--- src/hw/rtl/mdm_pkg.sv ---
package mdm_pkg;

   localparam int FRAC_BITS = 14;

   localparam int AXIS_W = 16;
   localparam int CFG_W  = 15;
   localparam int SUM_W  = AXIS_W + 2;
   localparam int MAG_W  = SUM_W - 1;
   localparam int REM_W  = MAG_W + 1;
   localparam int QUO_W  = FRAC_BITS + 1;
   localparam int LANES  = 4;

   // one restoring step per quotient bit
   localparam int DIV_STEPS = QUO_W;

   localparam logic [MAG_W-1:0] ONE_MAG = MAG_W'(32'd1 << FRAC_BITS);
   localparam logic [CFG_W-1:0] ONE_CFG = CFG_W'(32'd1 << FRAC_BITS);

   localparam int CSR_IDX_W = 2;
   localparam logic [CSR_IDX_W-1:0] REG_MOVE_DEADBAND = 2'd0;
   localparam logic [CSR_IDX_W-1:0] REG_TURN_DEADBAND = 2'd1;
   localparam logic [CSR_IDX_W-1:0] REG_ARM_SPEED     = 2'd2;

   localparam logic [CFG_W-1:0] MOVE_DEADBAND_RST = 15'd1638;
   localparam logic [CFG_W-1:0] TURN_DEADBAND_RST = 15'd819;
   localparam logic [CFG_W-1:0] ARM_SPEED_RST     = 15'd8192;

   localparam int REQ_DATA_W = 120;
   localparam int RSP_DATA_W = 112;

   typedef struct packed {
      logic [CFG_W-1:0]         pickup;
      logic [CFG_W-1:0]         eject;
      logic signed [AXIS_W-1:0] arm;
   } aux_type;

   typedef struct packed {
      logic              neg;
      logic [AXIS_W-1:0] pass;
      logic [REM_W-1:0]  rem;
      logic [QUO_W-1:0]  quo;
   } lane_type;

   typedef struct packed {
      logic [MAG_W-1:0]    max_mag;
      logic                norm;
      aux_type             aux;
      lane_type [LANES-1:0] lane;
   } div_stage_type;

endpackage

--- src/hw/rtl/mdm_div_step.sv ---
module mdm_div_step (
   input  logic                   clock,
   input  logic                   reset,
   input  logic                   en,
   input  logic                   in_valid,
   input  mdm_pkg::div_stage_type in_data,
   output logic                   out_valid,
   output mdm_pkg::div_stage_type out_data
);
   import mdm_pkg::*;

   logic             valid_ff, valid_in;
   div_stage_type    data_ff, data_in;
   logic [REM_W-1:0] divisor;
   logic [REM_W-1:0] rem_sub;
   logic             ge;

   // one quotient bit per lane: compare, subtract, shift
   always_comb begin
      data_in = in_data;
      divisor = {1'b0, in_data.max_mag};
      for (int i = 0; i < LANES; i++) begin
         ge      = in_data.lane[i].rem >= divisor;
         rem_sub = ge ? (in_data.lane[i].rem - divisor) : in_data.lane[i].rem;
         data_in.lane[i].rem = {rem_sub[REM_W-2:0], 1'b0};
         data_in.lane[i].quo = {in_data.lane[i].quo[QUO_W-2:0], ge};
      end
      valid_in = in_valid;
   end

   always_ff @(posedge clock) begin
      if (reset) begin
         valid_ff <= 1'b0;
      end else if (en) begin
         valid_ff <= valid_in;
      end
   end

   always_ff @(posedge clock) begin
      if (en) begin
         data_ff <= data_in;
      end
   end

   assign out_valid = valid_ff;
   assign out_data  = data_ff;

endmodule

--- config.mk ---
export PLATFORM = sky130hd
export DESIGN_NAME = mdm_div_step
export DESIGN_NICKNAME = d
export VERILOG_FILES = /design/src/hw/rtl/mdm_pkg.sv /design/src/hw/rtl/mdm_div_step.sv
export SDC_FILE = /design/constraint.sdc
export NUM_CORES = 1
export LEC_CHECK = 0
export CORE_AREA = 10 10 198 200
export CTS_BUF_LIST = sky130_fd_sc_hd__clkbuf_4 sky130_fd_sc_hd__clkbuf_8
export DETAILED_ROUTE_END_ITERATION = 8
export DIE_AREA = 0 0 208 210
export DONT_BUFFER_PORTS = 1
export PLACE_DENSITY = 0.47
export SLEW_MARGIN = 25
export SYNTH_ARGS = -nofsm -noshare
export SYNTH_HDL_FRONTEND = slang
export SYNTH_SLANG_ARGS = --single-unit
--- constraint.sdc ---
create_clock -name clock -period 4.5 [get_ports clock]
set_input_delay 0.45 -clock clock [delete_from_list [all_inputs] [get_ports clock]]
set_output_delay 0.45 -clock clock [all_outputs]
set_load 0.03 [all_outputs]
==> flow_summary.ini, run 1 <==
[critical_path]
timing.critical_path.to_type = flop
worst-endpoint-required_ns = 4.80
cp_data_arrival_time_ns = 3.29
critical_path.max_fanout = 17
worstSetupStartpointType = input pin
path_class = in2reg
startpoint = in_data[248]
critical_path.reg2reg.startpoint = out_valid$_SDFFE_PP0P_

[routing]
drt_first_pass_iters = 4
ant_nets = 0
via_per_inst = 5.03
post-route-drc-count = 0
finalWirelength_mm = 43.8
wl_per_cell_um = 27.5
starting_drc_count_in_detailed_routing = 432
num_vias = 8010

[yosys]
ys_ff_latch = 261
yosys.area.top_type_share_pct = 64.6
seq_total_area_yosys_pct = 64.8
syn_area_sq_um = 12100
synth.cells.most_frequent = sky130_fd_sc_hd__edfxtp_1 (260), sky130_fd_sc_hd__a21oi_1 (74), sky130_fd_sc_hd__ha_1 (68)
ys_async_sr_fraction_pct = 0
netlist_instances = 877
netlist_top_cells_area = sky130_fd_sc_hd__edfxtp_1 (65%), sky130_fd_sc_hd__ha_1 (7.0%), sky130_fd_sc_hd__a21oi_1 (3.1%), sky130_fd_sc_hd__o21ai_0 (2.2%), sky130_fd_sc_hd__xnor2_1 (2.2%)
synth.yosys.warnings = 0
synth-edff-count = 260
synthFlopType = sky130_fd_sc_hd__edfxtp_1
largest_area_contributor_in_the_netlist = sky130_fd_sc_hd__edfxtp_1
synthDistinctLibCells = 63
top_count_cell_post_synth = sky130_fd_sc_hd__edfxtp_1
synth.avg_cell_area_sq_um = 13.8

[layout]
area_growth_from_synthesis_to_final_layout_pct = 27.7
final_net_count = 1436
post-route-cell-area_sq_um = 15400
fillCellCount = 3195
layout-drive-gt1-share_pct = 10.9
multi_input_area_sq_um = 3980
seqCellArea_sq_um = 7830
layout.core_utilization_pct = 43.8

[floorplanning]
core_area_sq_um = 35200
fp-row-count = 69
ios = 533
fp.dieH_um = 210
start_util_pct = 34.3
die_area_sq_um = 43700
chipWidth_um = 208

[power]
p_per_area_nw_per_um2 = 437
totalPowerFinal_mw = 6.74
worst_ir_drop_vdd_mv = 0.320
total_leakage_power_nw = 5.78

[clock_network]
clock-sinks = 261
h_tree_depth = 2
post-cts-setup-buffer-count = 0
hold_buffers = 191
numCtsBuffers = 46
cts_tree = built
cts_buffer_depth = 3
cts-root-buf = sky130_fd_sc_hd__clkbuf_8
cts.repair.resized = 0
clk-insertion-delay-late_ns = 0.55
path_clk_slew_ns = 0.06

[sta]
fin_worst_skew_ns = 0
max_freq_mhz = 335
hold_slack_ns = 0.0729
finalSetupTns_ns = 0
setup_viol_count_final = 0
finalHoldViolations = 0
worst-slew-pin-transition_ns = 0.875
setup_repair_after_global_routing_missed_its_margin = no
final_clock_period_utilization_by_the_worst_path_pct = 66.3
finalWorstPathRequiredPeriod_ns = 2.98
slew_violations = 0
worst_case_headroom_to_the_max_slew_limit_pct = 41.6

[flow_run]
drv.max_cap_violation_count = 0

[status]
run_status = completed

[global_route]
maximum_number_of_pins_on_one_net_before_global_route_repair = 186
grt_antenna_before_repair = 1
grt_pass1_wl_mm = 60.5
grt_pass1_vias = 8156
grt_usage_pct = 18.9
grt-ovfl-total = 0

[hold_path]
min-delay-start = in_valid
worst_hold_path_type = in2reg

[placed_design]
placed_instance_area_sq_um = 12600
routabilityCongestion = 0.814
detailedPlacementHpwl_mm = 32.3
port_buffers = 0
-- through the flow --
stage / std cells / worst slack [ns]
2_1_floorplan: 880 / 1.35
3_3_place_gp: 1317 / 0.813
3_5_place_dp: 1317 / 0.874
4_1_cts: 1591 / 1.49
5_1_grt: 1593 / 1.36
6_report: 1593 / 1.52
-- worst paths after layout --
path                            endpoint  slack (ns)  cells after the start
setup / recovery  out_data[79]$_DFFE_PP_        1.52                      9
hold / removal    out_valid$_SDFFE_PP0P_        0.07                      2
setup reg to reg  out_valid$_SDFFE_PP0P_        3.66                      2
hold reg to reg   out_valid$_SDFFE_PP0P_        0.71                      2
-- state kept, by name, summed over array words and instances, names as in the netlist --
register,count
out_data,260
out_valid,1
-- cell usage in the layout, fill, tap and decap left out, types with 7 or more instances in the layout --
| cell type | Yosys | routed |
|---|---|---|
| sky130_fd_sc_hd__inv_1 | 36 | 36 |
| sky130_fd_sc_hd__xnor2_1 | 30 | 30 |
| sky130_fd_sc_hd__xor2_1 | 20 | 20 |
| sky130_fd_sc_hd__o21a_1 | 10 | 10 |
| sky130_fd_sc_hd__dlygate4sd3_1 | 0 | 190 |
| sky130_fd_sc_hd__clkbuf_8 | 0 | 47 |
| sky130_fd_sc_hd__nor2_1 | 66 | 66 |
| sky130_fd_sc_hd__mux2_2 | 19 | 19 |
| sky130_fd_sc_hd__clkinv_2 | 0 | 11 |
| sky130_fd_sc_hd__clkinv_1 | 0 | 8 |
| sky130_fd_sc_hd__nor3_1 | 8 | 8 |
| sky130_fd_sc_hd__a31oi_1 | 8 | 8 |
| sky130_fd_sc_hd__a211oi_1 | 14 | 14 |
| sky130_fd_sc_hd__o21bai_1 | 8 | 8 |
| sky130_fd_sc_hd__edfxtp_1 | 260 | 260 |
| sky130_fd_sc_hd__a21o_1 | 19 | 19 |
| sky130_fd_sc_hd__mux2_4 | 7 | 7 |
| sky130_fd_sc_hd__o21ai_0 | 54 | 54 |
| sky130_fd_sc_hd__clkbuf_4 | 0 | 10 |
| sky130_fd_sc_hd__a21oi_1 | 74 | 73 |
| sky130_fd_sc_hd__a211o_1 | 7 | 7 |
| sky130_fd_sc_hd__nand3_1 | 9 | 9 |
| sky130_fd_sc_hd__nand2_1 | 45 | 45 |
| sky130_fd_sc_hd__nand4_1 | 13 | 13 |
| sky130_fd_sc_hd__ha_1 | 68 | 68 |
-- metal layers --
metal	part of all wire, %	track usage, %	up-vias
li1	-	-	3776
met1	36	19.9	3813
met2	50	32.4	367
met3	12	9.93	54
met4	2.2	5.35	0
met5	0	0	-
-- report_power, final --
part	internal [mW]	switching [mW]	total (mW)
sequential	3.00	0.644	3.64
combinational	0.416	0.439	0.855
clock	1.24	1.00	2.24
-- final cells by class --
type / count / share of cell area, %
Clock inverter: 26 / 1.36
Tap cell: 461 / 3.74
Multi-Input combinational cell: 555 / 25.8
Sequential cell: 261 / 50.7
Clock buffer: 57 / 4.68
Timing Repair Buffer: 196 / 12.8
Inverter: 36 / 0.875
Antenna cell: 1 / 0.0162
-- critical path, stage by stage --
cell,delay (ns)
sky130_fd_sc_hd__inv_1,0.22
sky130_fd_sc_hd__fa_1,0.53
sky130_fd_sc_hd__a21oi_2,0.18
sky130_fd_sc_hd__nor2_2,0.08
sky130_fd_sc_hd__nor2_4,0.12
sky130_fd_sc_hd__a211oi_1,0.09
sky130_fd_sc_hd__or4_4,0.53
sky130_fd_sc_hd__a211o_1,0.65
sky130_fd_sc_hd__mux2_4,0.42
-- cells by family after synthesis --
group,after synthesis,share of synthesized area (%)
and+or+nand+nor,169,6.41
other,1,0.0310
muxes,31,3.05
DFF,261,64.8
buffers and inverters,64,2.46
AOI/OAI and AO/OA,229,12.0
adders and majority gates,72,7.70
xor gates and xnor gates,50,3.62
No activity file was read; power rests on OpenSTA's default activity.
==> inputs of run 2 (changes only) <==
--- a/config.mk
+++ b/config.mk
@@ -10,7 +10,7 @@
 export DETAILED_ROUTE_END_ITERATION = 8
 export DIE_AREA = 0 0 208 210
 export DONT_BUFFER_PORTS = 1
-export PLACE_DENSITY = 0.47
+export PLACE_DENSITY = 0.49
 export SLEW_MARGIN = 25
 export SYNTH_ARGS = -nofsm -noshare
 export SYNTH_HDL_FRONTEND = slang
==> constraint.sdc (replaced) <==
create_clock -name clock -period 2.74 [get_ports clock]
set_input_delay 0.274 -clock clock [delete_from_list [all_inputs] [get_ports clock]]
set_output_delay 0.274 -clock clock [all_outputs]
set_load 0.03 [all_outputs]
==> flow_summary.ini, run 2 (synthesis gave the netlist of run 1 again) <==
[sta]
worst-slew-pin-transition_ns = 0.839
final_clock_period_utilization_by_the_worst_path_pct = 96.0
fin_worst_skew_ns = 0
finalHoldViolations = 49
setup_viol_count_final = 0
fin_ws_ns = 0.109
worst_case_headroom_to_the_max_slew_limit_pct = 44.1
slew_violations = 0
setup_repair_after_global_routing_missed_its_margin = no
hold_slack_ns = -0.195
max_freq_mhz = 380
finalWorstPathRequiredPeriod_ns = 2.63

[placed_design]
routabilityCongestion = 0.861
dpl_worst_slack_ns = -0.0398
port_buffers = 0
detailedPlacementHpwl_mm = 34.6

[global_route]
busiest_layer = met2
grt_antenna_before_repair = 4
grt_pass1_wl_mm = 66.9
grtUsageMet3_pct = 6.74
grt-ovfl-total = 0
maximum_number_of_pins_on_one_net_before_global_route_repair = 262
grt_usage_pct = 20.8
globalRouteMet1Util_pct = 24.4
grt_pass1_vias = 8982
gr-usage-met2_pct = 34.8

[power]
total_leakage_power_nw = 6.42
p_comb_share_pct = 14.9
totalPowerFinal_mw = 11.2
clockPowerShare_pct = 31.4
worst_ir_drop_vdd_mv = 0.499
internal-power_mw = 7.69
netSwitchingFraction_pct = 31.2
p_per_area_nw_per_um2 = 667
seq_power_share_pct = 53.7
net-switching-power_mw = 3.49

[routing]
post-route-drc-count = 0
starting_drc_count_in_detailed_routing = 480
drt_first_pass_iters = 5
finalWirelength_mm = 47.4
num_vias = 8869
ant_nets = 0
via_per_inst = 5.10
wl_per_cell_um = 27.3

[layout]
final_net_count = 1588
layout-drive-gt1-share_pct = 15.7
layout_commonest_cell = sky130_fd_sc_hd__dlygate4sd3_1
most_used_cells_in_the_layout_excluding_fill_and_tap_cells = sky130_fd_sc_hd__dlygate4sd3_1 (262), sky130_fd_sc_hd__edfxtp_1 (260), sky130_fd_sc_hd__buf_4 (82)
area_growth_from_synthesis_to_final_layout_pct = 38.6
largest_register_ff_count = 260
antenna_cells = 0
fillCellCount = 3118

[flow_run]
drv.max_cap_violation_count = 0

[clock_network]
clk-insertion-delay-late_ns = 0.58
cts_buffer_depth = 3
numCtsBuffers = 44
cts-root-buf = sky130_fd_sc_hd__clkbuf_8
cts_tree = built
path_clk_slew_ns = 0.06
h_tree_depth = 2
clock-sinks = 261

[critical_path]
cp_slowest_cell = sky130_fd_sc_hd__dlygate4sd3_1
timing.critical_path.to_type = flop
timing.critical_path.mode_cell = sky130_fd_sc_hd__inv_1
worstSetupStartpointType = input pin
cp_cell_sequence = dlygate4sd3_1, inv_1, ha_2, inv_1, fa_2, a211o_1, a21o_1, a211oi_2, o21bai_1, a21oi_4, mux2_2
cp_top_family = compound AO/OA/AOI/OAI gates
cp_data_arrival_time_ns = 2.97
critical_path.max_fanout = 6
path_buf_inv = 3
critPathMaxStageDelay_ns = 0.57
path_class = in2reg
worst-endpoint-required_ns = 3.08

[floorplanning]
fp-row-count = 69
ios = 533
chipWidth_um = 208
core_area_sq_um = 35200
start_util_pct = 34.3
die_area_sq_um = 43700
fp.dieH_um = 210

[hold_path]
worst_hold_path_type = in2reg

[status]
run_status = finished, violations left
failed_checks = negative hold slack
run 2: cell count changes in the layout (fill, tap and decap cells not counted), moves of 3 or more:
| cell | previous run | this run |
|---|---|---|
| sky130_fd_sc_hd__buf_4 | 4 | 82 |
| sky130_fd_sc_hd__clkinv_2 | 11 | 1 |
| sky130_fd_sc_hd__dlygate4sd3_1 | 190 | 262 |
| sky130_fd_sc_hd__clkbuf_8 | 47 | 44 |
| sky130_fd_sc_hd__clkinv_1 | 8 | 13 |
| sky130_fd_sc_hd__clkbuf_4 | 10 | 14 |
run 2: stage by stage:
stage | cell area (sq um) | instances | setup TNS (ns) | utilization, % | hold slack, ns
2_1_floorplan | 12100 | 880 | -0.0611 | - | 0.346
3_3_place_gp | 13200 | 1399 | -0.102 | 37.6 | 0.348
3_5_place_dp | 13200 | 1399 | -0.169 | 37.6 | 0.354
4_1_cts | 16700 | 1738 | 0 | 47.4 | -0.230
5_1_grt | 16800 | 1740 | 0 | 47.6 | -0.236
6_report | 16800 | 1740 | 0 | 47.6 | -0.195
run 2: final cells by class:
class                      count  area, sq um  area share (%)
tap                          461          577            3.44
timing repair buffer         350         3330            19.9
multi-input combinational    555         4030            24.0
clock inverter                19          138           0.822
inverter                      36          148           0.881
sequential                   261         7830            46.7
clock buffer                  58          711            4.24
run 2: worst paths after layout:
path	slack (ns)	depth (start not counted)	startpoint	to
max	0.11	11	in_data[115]	out_data[117]$_DFFE_PP_
min	-0.20	0	en	out_data[66]$_DFFE_PP_
max reg2reg	1.41	3	out_valid$_SDFFE_PP0P_	out_valid$_SDFFE_PP0P_
min reg2reg	1.23	3	out_valid$_SDFFE_PP0P_	out_valid$_SDFFE_PP0P_
run 2: worst reg2reg max path, cell delays in order, from the launching register on:
cell	delay, ns
sky130_fd_sc_hd__dfxtp_1	0.52
sky130_fd_sc_hd__mux2i_1	0.13
sky130_fd_sc_hd__nor2_1	0.09
sky130_fd_sc_hd__dlygate4sd3_1	0.54
run 2: timing repair:
item / CTS / global route
resized for setup: 0 / 7
buffers inserted: 0 / 1
endpoints found under the setup margin: 0 / 31
hold buffers: 262 / 1
hold endpoints to repair: 517 / 163
run 2: metal layers:
layer	share of wire (%)	vias up
li1	-	4084
met5	0.086	-
met1	39	4267
met2	49	435
met3	8.6	77
met4	3.3	6
run 2: power by group through the flow:
stage               Sequential [mW]  Clock, mW  Combinational, mW
floorplan                      5.89          0              0.921
global placement               6.10          0               1.29
detailed placement             6.09          0               1.30
CTS                            6.02       3.60               1.65
global route                   6.02       3.82               1.84
finish                         6.00       3.51               1.66
