$ cat src/hw/rtl/mdm_pkg.sv
package mdm_pkg;

   localparam int FRAC_BITS = 14;

   localparam int AXIS_W = 16;
   localparam int CFG_W  = 15;
   localparam int SUM_W  = AXIS_W + 2;
   localparam int MAG_W  = SUM_W - 1;
   localparam int REM_W  = MAG_W + 1;
   localparam int QUO_W  = FRAC_BITS + 1;
   localparam int LANES  = 4;

   // one restoring step per quotient bit
   localparam int DIV_STEPS = QUO_W;

   localparam logic [MAG_W-1:0] ONE_MAG = MAG_W'(32'd1 << FRAC_BITS);
   localparam logic [CFG_W-1:0] ONE_CFG = CFG_W'(32'd1 << FRAC_BITS);

   localparam int CSR_IDX_W = 2;
   localparam logic [CSR_IDX_W-1:0] REG_MOVE_DEADBAND = 2'd0;
   localparam logic [CSR_IDX_W-1:0] REG_TURN_DEADBAND = 2'd1;
   localparam logic [CSR_IDX_W-1:0] REG_ARM_SPEED     = 2'd2;

   localparam logic [CFG_W-1:0] MOVE_DEADBAND_RST = 15'd1638;
   localparam logic [CFG_W-1:0] TURN_DEADBAND_RST = 15'd819;
   localparam logic [CFG_W-1:0] ARM_SPEED_RST     = 15'd8192;

   localparam int REQ_DATA_W = 120;
   localparam int RSP_DATA_W = 112;

   typedef struct packed {
      logic [CFG_W-1:0]         pickup;
      logic [CFG_W-1:0]         eject;
      logic signed [AXIS_W-1:0] arm;
   } aux_type;

   typedef struct packed {
      logic              neg;
      logic [AXIS_W-1:0] pass;
      logic [REM_W-1:0]  rem;
      logic [QUO_W-1:0]  quo;
   } lane_type;

   typedef struct packed {
      logic [MAG_W-1:0]    max_mag;
      logic                norm;
      aux_type             aux;
      lane_type [LANES-1:0] lane;
   } div_stage_type;

endpackage

$ cat src/hw/rtl/mdm_front.sv
module mdm_front (
   input  logic                                clock,
   input  logic                                reset,
   input  logic                                en,
   input  logic                                in_valid,
   input  logic signed [mdm_pkg::AXIS_W-1:0]   op1_strafe,
   input  logic signed [mdm_pkg::AXIS_W-1:0]   op1_forward,
   input  logic signed [mdm_pkg::AXIS_W-1:0]   op1_turn,
   input  logic signed [mdm_pkg::AXIS_W-1:0]   op2_strafe,
   input  logic signed [mdm_pkg::AXIS_W-1:0]   op2_forward,
   input  logic signed [mdm_pkg::AXIS_W-1:0]   op2_turn,
   input  logic [mdm_pkg::CFG_W-1:0]           pickup_trigger,
   input  logic                                eject_button,
   input  logic                                raise_button,
   input  logic                                lower_button,
   input  logic [mdm_pkg::CFG_W-1:0]           move_deadband,
   input  logic [mdm_pkg::CFG_W-1:0]           turn_deadband,
   input  logic [mdm_pkg::CFG_W-1:0]           arm_speed,
   output logic                                out_valid,
   output mdm_pkg::div_stage_type              out_data
);
   import mdm_pkg::*;

   function automatic logic in_dead(logic signed [AXIS_W-1:0] v, logic [CFG_W-1:0] t);
      logic signed [AXIS_W:0] vv;
      logic signed [AXIS_W:0] tt;
      vv = {v[AXIS_W-1], v};
      tt = {2'b00, t};
      return (vv < tt) && (vv > -tt);
   endfunction

   // stage 1: deadband and operator select
   logic                      s1_valid_ff, s1_valid_in;
   logic signed [AXIS_W-1:0]  s1_x_ff, s1_y_ff, s1_z_ff;
   logic signed [AXIS_W-1:0]  s1_x_in, s1_y_in, s1_z_in;
   aux_type                   s1_aux_ff, s1_aux_in;

   // stage 2: wheel mix
   logic                      s2_valid_ff, s2_valid_in;
   logic signed [SUM_W-1:0]   s2_p_ff [LANES];
   logic signed [SUM_W-1:0]   s2_p_in [LANES];
   aux_type                   s2_aux_ff, s2_aux_in;

   // stage 3: magnitudes, largest magnitude, divider setup
   logic                      s3_valid_ff, s3_valid_in;
   div_stage_type             s3_data_ff, s3_data_in;

   logic signed [AXIS_W-1:0]  x1, y1, z1;
   logic [CFG_W-1:0]          arm_sat;
   logic signed [SUM_W-1:0]   xe, ye, ze;
   logic [MAG_W-1:0]          mag [LANES];
   logic [MAG_W-1:0]          max_a, max_b, max_all;
   logic signed [SUM_W-1:0]   neg_p;

   always_comb begin
      x1 = in_dead(op1_strafe, move_deadband) ? '0 : op1_strafe;
      y1 = in_dead(op1_forward, move_deadband) ? '0 : op1_forward;
      z1 = in_dead(op1_turn, turn_deadband) ? '0 : op1_turn;
      if (x1 == '0 && y1 == '0 && z1 == '0) begin
         s1_x_in = in_dead(op2_strafe, move_deadband) ? '0 : op2_strafe;
         s1_y_in = in_dead(op2_forward, move_deadband) ? '0 : op2_forward;
         s1_z_in = op2_turn;
      end else begin
         s1_x_in = x1;
         s1_y_in = y1;
         s1_z_in = z1;
      end
      arm_sat = (arm_speed > ONE_CFG) ? ONE_CFG : arm_speed;
      s1_aux_in.pickup = (pickup_trigger > ONE_CFG) ? ONE_CFG : pickup_trigger;
      s1_aux_in.eject  = eject_button ? ONE_CFG : '0;
      if (raise_button) begin
         s1_aux_in.arm = {1'b0, arm_sat};
      end else if (lower_button) begin
         s1_aux_in.arm = -{1'b0, arm_sat};
      end else begin
         s1_aux_in.arm = '0;
      end
      s1_valid_in = in_valid;
   end

   always_comb begin
      xe = {{2{s1_x_ff[AXIS_W-1]}}, s1_x_ff};
      ye = {{2{s1_y_ff[AXIS_W-1]}}, s1_y_ff};
      ze = {{2{s1_z_ff[AXIS_W-1]}}, s1_z_ff};
      s2_p_in[0]  = ye + xe + ze;
      s2_p_in[1]  = ye - xe + ze;
      s2_p_in[2]  = ye - xe - ze;
      s2_p_in[3]  = ye + xe - ze;
      s2_aux_in   = s1_aux_ff;
      s2_valid_in = s1_valid_ff;
   end

   always_comb begin
      for (int i = 0; i < LANES; i++) begin
         neg_p  = -s2_p_ff[i];
         mag[i] = s2_p_ff[i][SUM_W-1] ? neg_p[MAG_W-1:0] : s2_p_ff[i][MAG_W-1:0];
      end
      max_a   = (mag[0] > mag[1]) ? mag[0] : mag[1];
      max_b   = (mag[2] > mag[3]) ? mag[2] : mag[3];
      max_all = (max_a > max_b) ? max_a : max_b;
      s3_data_in.max_mag = max_all;
      s3_data_in.norm    = max_all > ONE_MAG;
      s3_data_in.aux     = s2_aux_ff;
      for (int i = 0; i < LANES; i++) begin
         s3_data_in.lane[i].neg  = s2_p_ff[i][SUM_W-1];
         s3_data_in.lane[i].pass = s2_p_ff[i][AXIS_W-1:0];
         s3_data_in.lane[i].rem  = {1'b0, mag[i]};
         s3_data_in.lane[i].quo  = '0;
      end
      s3_valid_in = s2_valid_ff;
   end

   always_ff @(posedge clock) begin
      if (reset) begin
         s1_valid_ff <= 1'b0;
         s2_valid_ff <= 1'b0;
         s3_valid_ff <= 1'b0;
      end else if (en) begin
         s1_valid_ff <= s1_valid_in;
         s2_valid_ff <= s2_valid_in;
         s3_valid_ff <= s3_valid_in;
      end
   end

   always_ff @(posedge clock) begin
      if (en) begin
         s1_x_ff    <= s1_x_in;
         s1_y_ff    <= s1_y_in;
         s1_z_ff    <= s1_z_in;
         s1_aux_ff  <= s1_aux_in;
         s2_p_ff    <= s2_p_in;
         s2_aux_ff  <= s2_aux_in;
         s3_data_ff <= s3_data_in;
      end
   end

   assign out_valid = s3_valid_ff;
   assign out_data  = s3_data_ff;

endmodule

$ cat config.mk
export PLATFORM = sky130hd
export DESIGN_NAME = mdm_front
export DESIGN_NICKNAME = d
export VERILOG_FILES = /design/src/hw/rtl/mdm_pkg.sv /design/src/hw/rtl/mdm_front.sv
export SDC_FILE = /design/constraint.sdc
export NUM_CORES = 1
export LEC_CHECK = 0
export ABC_CLOCK_PERIOD_IN_PS = 8100
export BUFFER_PORTS_ARGS = -buffer_cell sky130_fd_sc_hd__buf_2
export CELL_PAD_IN_SITES_DETAIL_PLACEMENT = 1
export CELL_PAD_IN_SITES_GLOBAL_PLACEMENT = 1
export CORE_MARGIN = 3
export CORE_UTILIZATION = 46
export CTS_BUF_LIST = sky130_fd_sc_hd__clkbuf_8
export CTS_CLUSTER_DIAMETER = 50
export DETAILED_ROUTE_END_ITERATION = 10
export GPL_TIMING_DRIVEN = 0
export MAX_ROUTING_LAYER = met4
export PLACE_DENSITY = 0.93
export SLEW_MARGIN = 20
export SYNTH_ARGS = -nofsm -noshare
export SYNTH_HDL_FRONTEND = slang
export SYNTH_SLANG_ARGS = --single-unit
export TNS_END_PERCENT = 50
$ cat constraint.sdc
create_clock -name clock -period 8.1 [get_ports clock]
set_clock_uncertainty 0.05 [all_clocks]
set_input_delay 0.81 -clock clock [delete_from_list [all_inputs] [get_ports clock]]
set_output_delay 0.81 -clock clock [all_outputs]
set_load 0.05 [all_outputs]
==> impl_metrics.csv, run 1 <==
group,metric,value,unit
cts,cts.sinks,365,
cts,holdBufCountCts,0,
routing,first_iter_violations,1452,
worst_setup_path,cp_max_fo,10,
timing,fin_crit_sh,103,%
logic_synthesis,syn_avg_cell_area,11.1,um^2
global_route,gr-total-overflow,0,
logic_synthesis,synth_cell_types,81,
routing,post-route-drc-count,0,
worst_setup_path,cp-end-kind,"flop",
timing,fmax,119,MHz
timing,setup_slack,-0.271,ns
global_route,grt_pass1_wl,124,mm
routing,viasPerCell,5.86,
floorplan,die_x,235,um
timing,holdWs,0.271,ns
layout,multi_input_area,12100,um^2
worst_setup_path,path_class,"reg -> reg",
floorplan,num_rows,83,
floorplan,core_area,51700,um^2
layout,syn2layout_area_growth,17.9,%
floorplan,die_h,235,um
routing,dr.pass1.iters,7,
place,place_area,27200,um^2
routing,vias,19900,
layout,regArea,10900,um^2
cts,clock_latency,0.68,ns
routing,drtAntennaViolNets,0,
logic_synthesis,async_reset_ff_share,0,%
logic_synthesis,ys.flop_type,"edfxtp_1",
worst_setup_path,worst_setup_path_start_kind,"flop",
logic_synthesis,yosysWarnings,0,
floorplan,io_pins,428,
place,io_buffers,348,
place,dp_hpwl,63.4,mm
global_route,grt_usage,29.2,%
timing,slew_headroom,31.1,%
global_route,grt_pass1_vias,21300,
timing,final-hold-violation-count,0,
run,drv_cap,0,
logic_synthesis,syn_inst,2175,
pwr,power_leakage,12.7,nW
layout,final_area,28600,um^2
cts,clk_pin_slew_worst_paths,0.07,ns
place,place.gp.congestion,0.990,
place,place_ws,-0.660,ns
worst_hold_path,hold_class,"in -> reg",
global_route,antenna_found_initial,5,
logic_synthesis,ys_seq_area_share,45.1,%
timing,fin_crit,8.37,ns
floorplan,die_area,55500,um^2
worst_setup_path,crit_slowest_cell,"mux2i_1",
routing,wire_per_inst,25.0,um
pwr,ir_drop,0.427,mV
worst_setup_path,cpLargestDelayFamily,"compound AO/OA/AOI/OAI gates",
layout,fillers,5687,
routing,wl,84.9,mm
cts,clockBufferDepth,3,
logic_synthesis,synth-seq-cells,365,
cts,cts_made_buffers,58,
outcome,violations,"setup timing",
cts,htree_levels,2,
cts,cts_tree,"yes",
timing,worstMarginPinSlew,1.02,ns
outcome,status,"finished with violations",
worst_setup_path,worstPathRequired,8.45,ns
logic_synthesis,syn_area,24200,um^2
pwr,powerDensity,491,nW/um^2
cts,root_buffer,"clkbuf_8",
timing,setup_viol,1,
layout,final_nets,3150,
layout,layout-drive-gt1-share,22.2,%
worst_setup_path,cpPeakStageDelay,0.65,ns
logic_synthesis,synth_edf_count,362,
timing,slew_violations,0,
global_route,grt_max_degree,115,
floorplan,start_util,46.8,%
worst_setup_path,cp.arrival,8.72,ns
worst_setup_path,path_buf_inv,4,
## through the flow
stage | utilization (%) | std cells | total power [W] | setup TNS [ns]
after floorplan | - | 2252 | 0.00872 | 0
after global placement | 52.4 | 3280 | 0.0105 | 0
after detailed placement | 52.6 | 3283 | 0.0112 | -1.91
after CTS | 55.0 | 3393 | 0.0131 | 0
after global routing | 55.2 | 3402 | 0.0145 | -0.290
final | 55.2 | 3402 | 0.0140 | -0.271
## flip-flops by register name (all words and copies together), names as in the netlist, 16 cells and up
register,cells
s1_y_ff,16
s1_z_ff,16
s1_x_ff,16
s1_aux_ff,32
out_data,180
s2_aux_ff,32
s2_p_ff,70
## metal layers
metal	GRT usage, %	wire [um]	part of all wire (%)
met1	32.1	31500	37
met2	52.2	43100	51
met3	4.03	5500	6.5
met4	14.0	4870	5.7
met5	-	0	0
## kinds of logic after synthesis
| logic type | share of synthesized area, % |
|---|---|
| xor gates and xnor gates | 5.92 |
| DFF | 45.1 |
| buffers and inverters | 6.30 |
| muxes | 2.31 |
| other | 0.0155 |
| adders and majority gates | 16.6 |
| AOI/OAI and AO/OA | 13.5 |
| and+or+nand+nor | 10.3 |
## layout make-up
class | count | share of cell area [%]
antenna | 5 | 0.0438
buffer | 124 | 2.83
clock buffer | 59 | 2.84
clock inverter | 48 | 1.35
inverter | 192 | 2.52
multi-input combinational | 1570 | 42.5
sequential | 365 | 38.3
tap | 680 | 2.98
timing repair buffer | 359 | 6.63
## synthesized netlist by cell type, types with 4 or more instances
master / number / share of area (%)
or3_1: 17 / 0.44
xor2_1: 34 / 1.2
nand4_1: 28 / 0.72
clkbuf_1: 31 / 0.48
nor3_1: 40 / 0.83
o22ai_1: 4 / 0.10
and4_1: 4 / 0.14
xnor2_1: 128 / 4.6
buf_1: 4 / 0.062
mux2_2: 13 / 0.60
inv_1: 192 / 3.0
a2111oi_0: 5 / 0.18
a31oi_1: 14 / 0.36
nand3_1: 30 / 0.62
nor2b_1: 49 / 1.3
o21bai_1: 15 / 0.46
o31a_1: 4 / 0.14
o21ai_0: 98 / 2.0
and3_1: 6 / 0.15
o31ai_1: 18 / 0.56
or4_4: 4 / 0.19
o211ai_1: 10 / 0.31
ha_1: 311 / 16
edfxtp_1: 362 / 45
or2_2: 18 / 0.46
nand2_1: 70 / 1.1
a21o_1: 53 / 1.6
o2111ai_1: 4 / 0.14
mux2i_1: 35 / 1.4
a21oi_1: 117 / 2.4
nand3b_1: 4 / 0.12
fa_1: 6 / 0.50
and2_1: 9 / 0.23
nand2b_1: 26 / 0.67
a21boi_0: 7 / 0.22
o21a_1: 38 / 1.2
buf_4: 84 / 2.6
or4_1: 7 / 0.22
a22o_1: 47 / 1.7
nor4_1: 32 / 0.83
o41ai_1: 9 / 0.33
buf_2: 4 / 0.083
nor2_1: 125 / 1.9
## power by group
part	internal (W)	total (W)	switching, W
Sequential	0.00302	0.00350	0.000479
Combinational	0.00301	0.00884	0.00584
Clock	0.000855	0.00168	0.000828
## worst paths after layout
| check | from | to | slack [ns] | cells after the start |
|---|---|---|---|---|
| worst max register to register | s2_p_ff[36] | out_data[246] | -0.27 | 27 |
| worst min-delay path | eject_button | s1_aux_ff[30] | 0.27 | 1 |
| worst min register to register | s2_aux_ff[1] | out_data[201] | 0.35 | 0 |
| worst max-delay path | s2_p_ff[36] | out_data[246] | -0.27 | 27 |
## timing repair
| action | 4_1_cts | 5_1_grt |
|---|---|---|
| buffers inserted | 3 | 5 |
| pin swaps | 1 | 1 |
| endpoints found under the setup margin | 10 | 1 |
| resized for setup | 10 | 15 |
## layout by cell type (no fill, tap or decap), types with 7 or more instances in the layout
cell type / instances
o211ai_1: 10
o31ai_1: 17
a22o_1: 47
clkinv_1: 17
clkbuf_1: 30
edfxtp_1: 362
a21oi_1: 116
xnor2_1: 126
mux2_2: 13
nand2_1: 70
nor3_1: 39
o21a_1: 38
clkinv_2: 9
or4_1: 7
buf_4: 95
o21bai_1: 15
nand3_1: 30
a21boi_0: 7
nand4_1: 28
or2_2: 18
buf_2: 348
nor4_1: 31
conb_1: 78
or3_1: 17
nand2b_1: 26
o21ai_0: 95
inv_1: 198
o41ai_1: 8
ha_1: 311
a31oi_1: 14
nor2b_1: 49
a21o_1: 53
clkbuf_8: 59
nor2_1: 125
xor2_1: 33
and2_1: 9
mux2i_1: 34
Note: power is estimated with default switching activity, not from simulation.
==> run 2, diff against run 1 <==
--- a/config.mk
+++ b/config.mk
@@ -5,12 +5,13 @@
 export SDC_FILE = /design/constraint.sdc
 export NUM_CORES = 1
 export LEC_CHECK = 0
+export ABC_AREA = 1
 export ABC_CLOCK_PERIOD_IN_PS = 8100
 export BUFFER_PORTS_ARGS = -buffer_cell sky130_fd_sc_hd__buf_2
 export CELL_PAD_IN_SITES_DETAIL_PLACEMENT = 1
 export CELL_PAD_IN_SITES_GLOBAL_PLACEMENT = 1
 export CORE_MARGIN = 3
-export CORE_UTILIZATION = 46
+export CORE_UTILIZATION = 45
 export CTS_BUF_LIST = sky130_fd_sc_hd__clkbuf_8
 export CTS_CLUSTER_DIAMETER = 50
 export DETAILED_ROUTE_END_ITERATION = 10
==> run 2 against run 1 <==
Synthesized cell count up 24%. Final cell count up 17%. First-iteration DRC count down 4.5%. Area after synthesis up 4.0%. Total power down 6.7%. The flow now finishes without violations. Combinational power down 9.5%. Worst setup slack better by 0.78 ns. Clock-buffer cell count up 1. Flip-flop and latch count unchanged. Sequential share of layout area down 1.2 points. Wire length down 3.6%. Critical path type unchanged.
==> impl_metrics.csv, run 2 <==
group,metric,value,unit
logic_synthesis,synth_mux_area_share,0,%
place,io_buffers,349,
cts,cts_made_buffers,57,
floorplan,core_area,55300,um^2
worst_setup_path,path_buf_inv,6,
logic_synthesis,synth-seq-cells,365,
global_route,grt_pass1_wl,126,mm
global_route,grt_pass1_vias,23200,
worst_setup_path,critPathMostFrequentCell,"nand2_1",
logic_synthesis,ys_seq_area_share,43.4,%
worst_setup_path,worst_setup_path_start_kind,"flop",
worst_setup_path,cp_num_cells,36,
worst_setup_path,cpPeakStageDelay,0.59,ns
logic_synthesis,ys_top_cells_by_area,"edfxtp_1 (43%), ha_1 (15%), nand2_1 (7.4%), xor2_1 (5.6%), inv_1 (5.5%)",
cts,cts_tree,"yes",
routing,vias,21300,
worst_setup_path,cp-end-kind,"flop",
worst_setup_path,path_class,"reg -> reg",
floorplan,io_pins,428,
routing,post-route-drc-count,0,
routing,first_iter_violations,1386,
logic_synthesis,synth_top_cell_area_share,43.1,%
global_route,grt_usage,27.9,%
place,place_inst,3865,
timing,worstMarginPinSlew,0.877,ns
cts,clock_latency,0.64,ns
layout,final_nets,3656,
logic_synthesis,syn_inst,2688,
run,drv_cap,0,
cts,htree_levels,2,
worst_setup_path,r2r_start,"s2_p_ff[54]",
routing,wire_per_inst,20.6,um
layout,syn2layout_area_growth,17.0,%
timing,slew_violations,0,
logic_synthesis,synth_commonest_cells,"nand2_1 (496), inv_1 (366), edfxtp_1 (362), ha_1 (311), a21oi_1 (173)",
timing,fin_crit_sh,93.7,%
layout,fin_cells,3973,
timing,slew_headroom,40.9,%
logic_synthesis,synth_xor_area_share,5.94,%
cts,root_buffer,"clkbuf_8",
global_route,grt_max_degree,109,
timing,fmax,132,MHz
logic_synthesis,synth_top_family_by_area,"simple AND/OR/NAND/NOR gates",
logic_synthesis,synth_edf_count,362,
worst_setup_path,cpLargestDelayFamily,"simple AND/OR/NAND/NOR gates",
routing,drtAntennaViolNets,0,
global_route,gr-total-overflow,0,
worst_setup_path,r2r_end,"out_data[246]",
logic_synthesis,synthAdderAreaFrac,15.9,%
timing,rsz0062_at_grt,"false",
logic_synthesis,syn_avg_cell_area,9.38,um^2
pwr,powerDensity,444,nW/um^2
floorplan,die_h,243,um
logic_synthesis,syn_area,25200,um^2
worst_hold_path,hold_class,"in -> reg",
cts,holdBufCountCts,0,
logic_synthesis,yosysMostFrequentCell,"nand2_1",
worst_setup_path,critical_path.endpoint,"out_data[246]",
place,place.gp.congestion,0.947,
timing,setup_viol,0,
floorplan,start_util,45.6,%
floorplan,die_area,58900,um^2
worst_setup_path,reg2reg_depth,36,
timing,fin_crit,7.59,ns
global_route,antenna_found_initial,3,
logic_synthesis,synth_compound_area_share,8.77,%
routing,dr.pass1.iters,5,
logic_synthesis,async_reset_ff_share,0,%
cts,cts.sinks,365,
place,dp_hpwl,66.3,mm
outcome,status,"complete, no violations",
cts,clk_pin_slew_worst_paths,0.07,ns
logic_synthesis,ys.flop_type,"edfxtp_1",
cts,clockBufferDepth,3,
worst_setup_path,r2r_slack,0.51,ns
floorplan,die_x,243,um
cts,ctsResizeCount,0,
worst_setup_path,worstSetupStartpoint,"s2_p_ff[54]",
worst_setup_path,crit_slowest_cell,"edfxtp_1",
logic_synthesis,synth_cell_types,60,
layout,mostFrequentLayoutCells,"nand2_1 (496), inv_1 (381), edfxtp_1 (362)",
logic_synthesis,yosysTopAreaCell,"edfxtp_1",
logic_synthesis,yosys.area_share.simple,16.9,%
routing,viasPerCell,5.37,
layout,layout-drive-gt1-share,18.5,%
layout,largest_reg_flops,180,
floorplan,num_rows,86,
pwr,ir_drop,0.326,mV
logic_synthesis,yosysWarnings,0,
pwr,power_leakage,14.3,nW
worst_setup_path,cp_max_fo,10,
routing,wl,81.9,mm
layout,final_common_cell,"nand2_1",
worst_setup_path,worstPathRequired,8.42,ns
timing,final-hold-violation-count,0,
timing,final.setup.tns,0,ns
worst_setup_path,cp.arrival,7.91,ns
cts,postCtsSetupRepairBufs,0,
run 2: layout make-up:
type / count / area (um^2)
flip-flops and latches: 365 / 10900
inverters: 385 / 1450
clock buffers: 60 / 826
plain buffers: 123 / 858
repair buffers: 352 / 1840
diodes: 3 / 7.51
clock inverters: 45 / 385
well taps: 748 / 936
multi-input cells: 1892 / 12300
fillers: 6672 / 25800
run 2: worst min path at each step:
| stage | from | end | cells after the start |
|---|---|---|---|
| after floorplan | s2_aux_ff[0] | out_data[200] | 0 |
| after global placement | s2_aux_ff[36] | out_data[236] | 0 |
| after detailed placement | s1_aux_ff[37] | s2_aux_ff[37] | 0 |
| after CTS | eject_button | s1_aux_ff[30] | 1 |
| after global routing | eject_button | s1_aux_ff[30] | 1 |
| final | eject_button | s1_aux_ff[30] | 1 |
run 2: through the flow:
| step | utilization, % | total power, W | instance area [um^2] | hold slack [ns] | setup slack (ns) |
|---|---|---|---|---|---|
| after CTS | 53.3 | 0.0130 | 29500 | 0.290 | 0.536 |
| after global routing | 53.3 | 0.0139 | 29500 | 0.303 | 0.177 |
| after global placement | 50.9 | 0.0107 | 28200 | 0.351 | 0.895 |
| after floorplan | - | 0.00859 | 25500 | 0.350 | 2.98 |
| after detailed placement | 51.1 | 0.0112 | 28300 | 0.356 | 0.627 |
| final | 53.3 | 0.0131 | 29500 | 0.319 | 0.510 |
run 2: kinds of logic (layout without fill, tap and decap cells):
| group | Yosys count | after routing |
|---|---|---|
| fa+ha+maj | 317 | 317 |
| buf+inv | 508 | 965 |
| flops | 365 | 365 |
| simple gates | 945 | 945 |
| compound gates | 381 | 381 |
| xor+xnor | 171 | 171 |
| other cells | 1 | 81 |
run 2: report_power, final:
group	total [W]	switching (W)	internal, W
sequential	0.00343	0.000415	0.00301
clock	0.00166	0.000771	0.000887
combinational	0.00800	0.00576	0.00224
run 2: layer usage:
metal	GRT usage, %	wire, um	up-vias
met1	30.1	31000	10300
met4	14.0	4510	0
li1	-	-	9978
met5	-	0	-
met2	50.6	42100	797
met3	3.21	4290	256
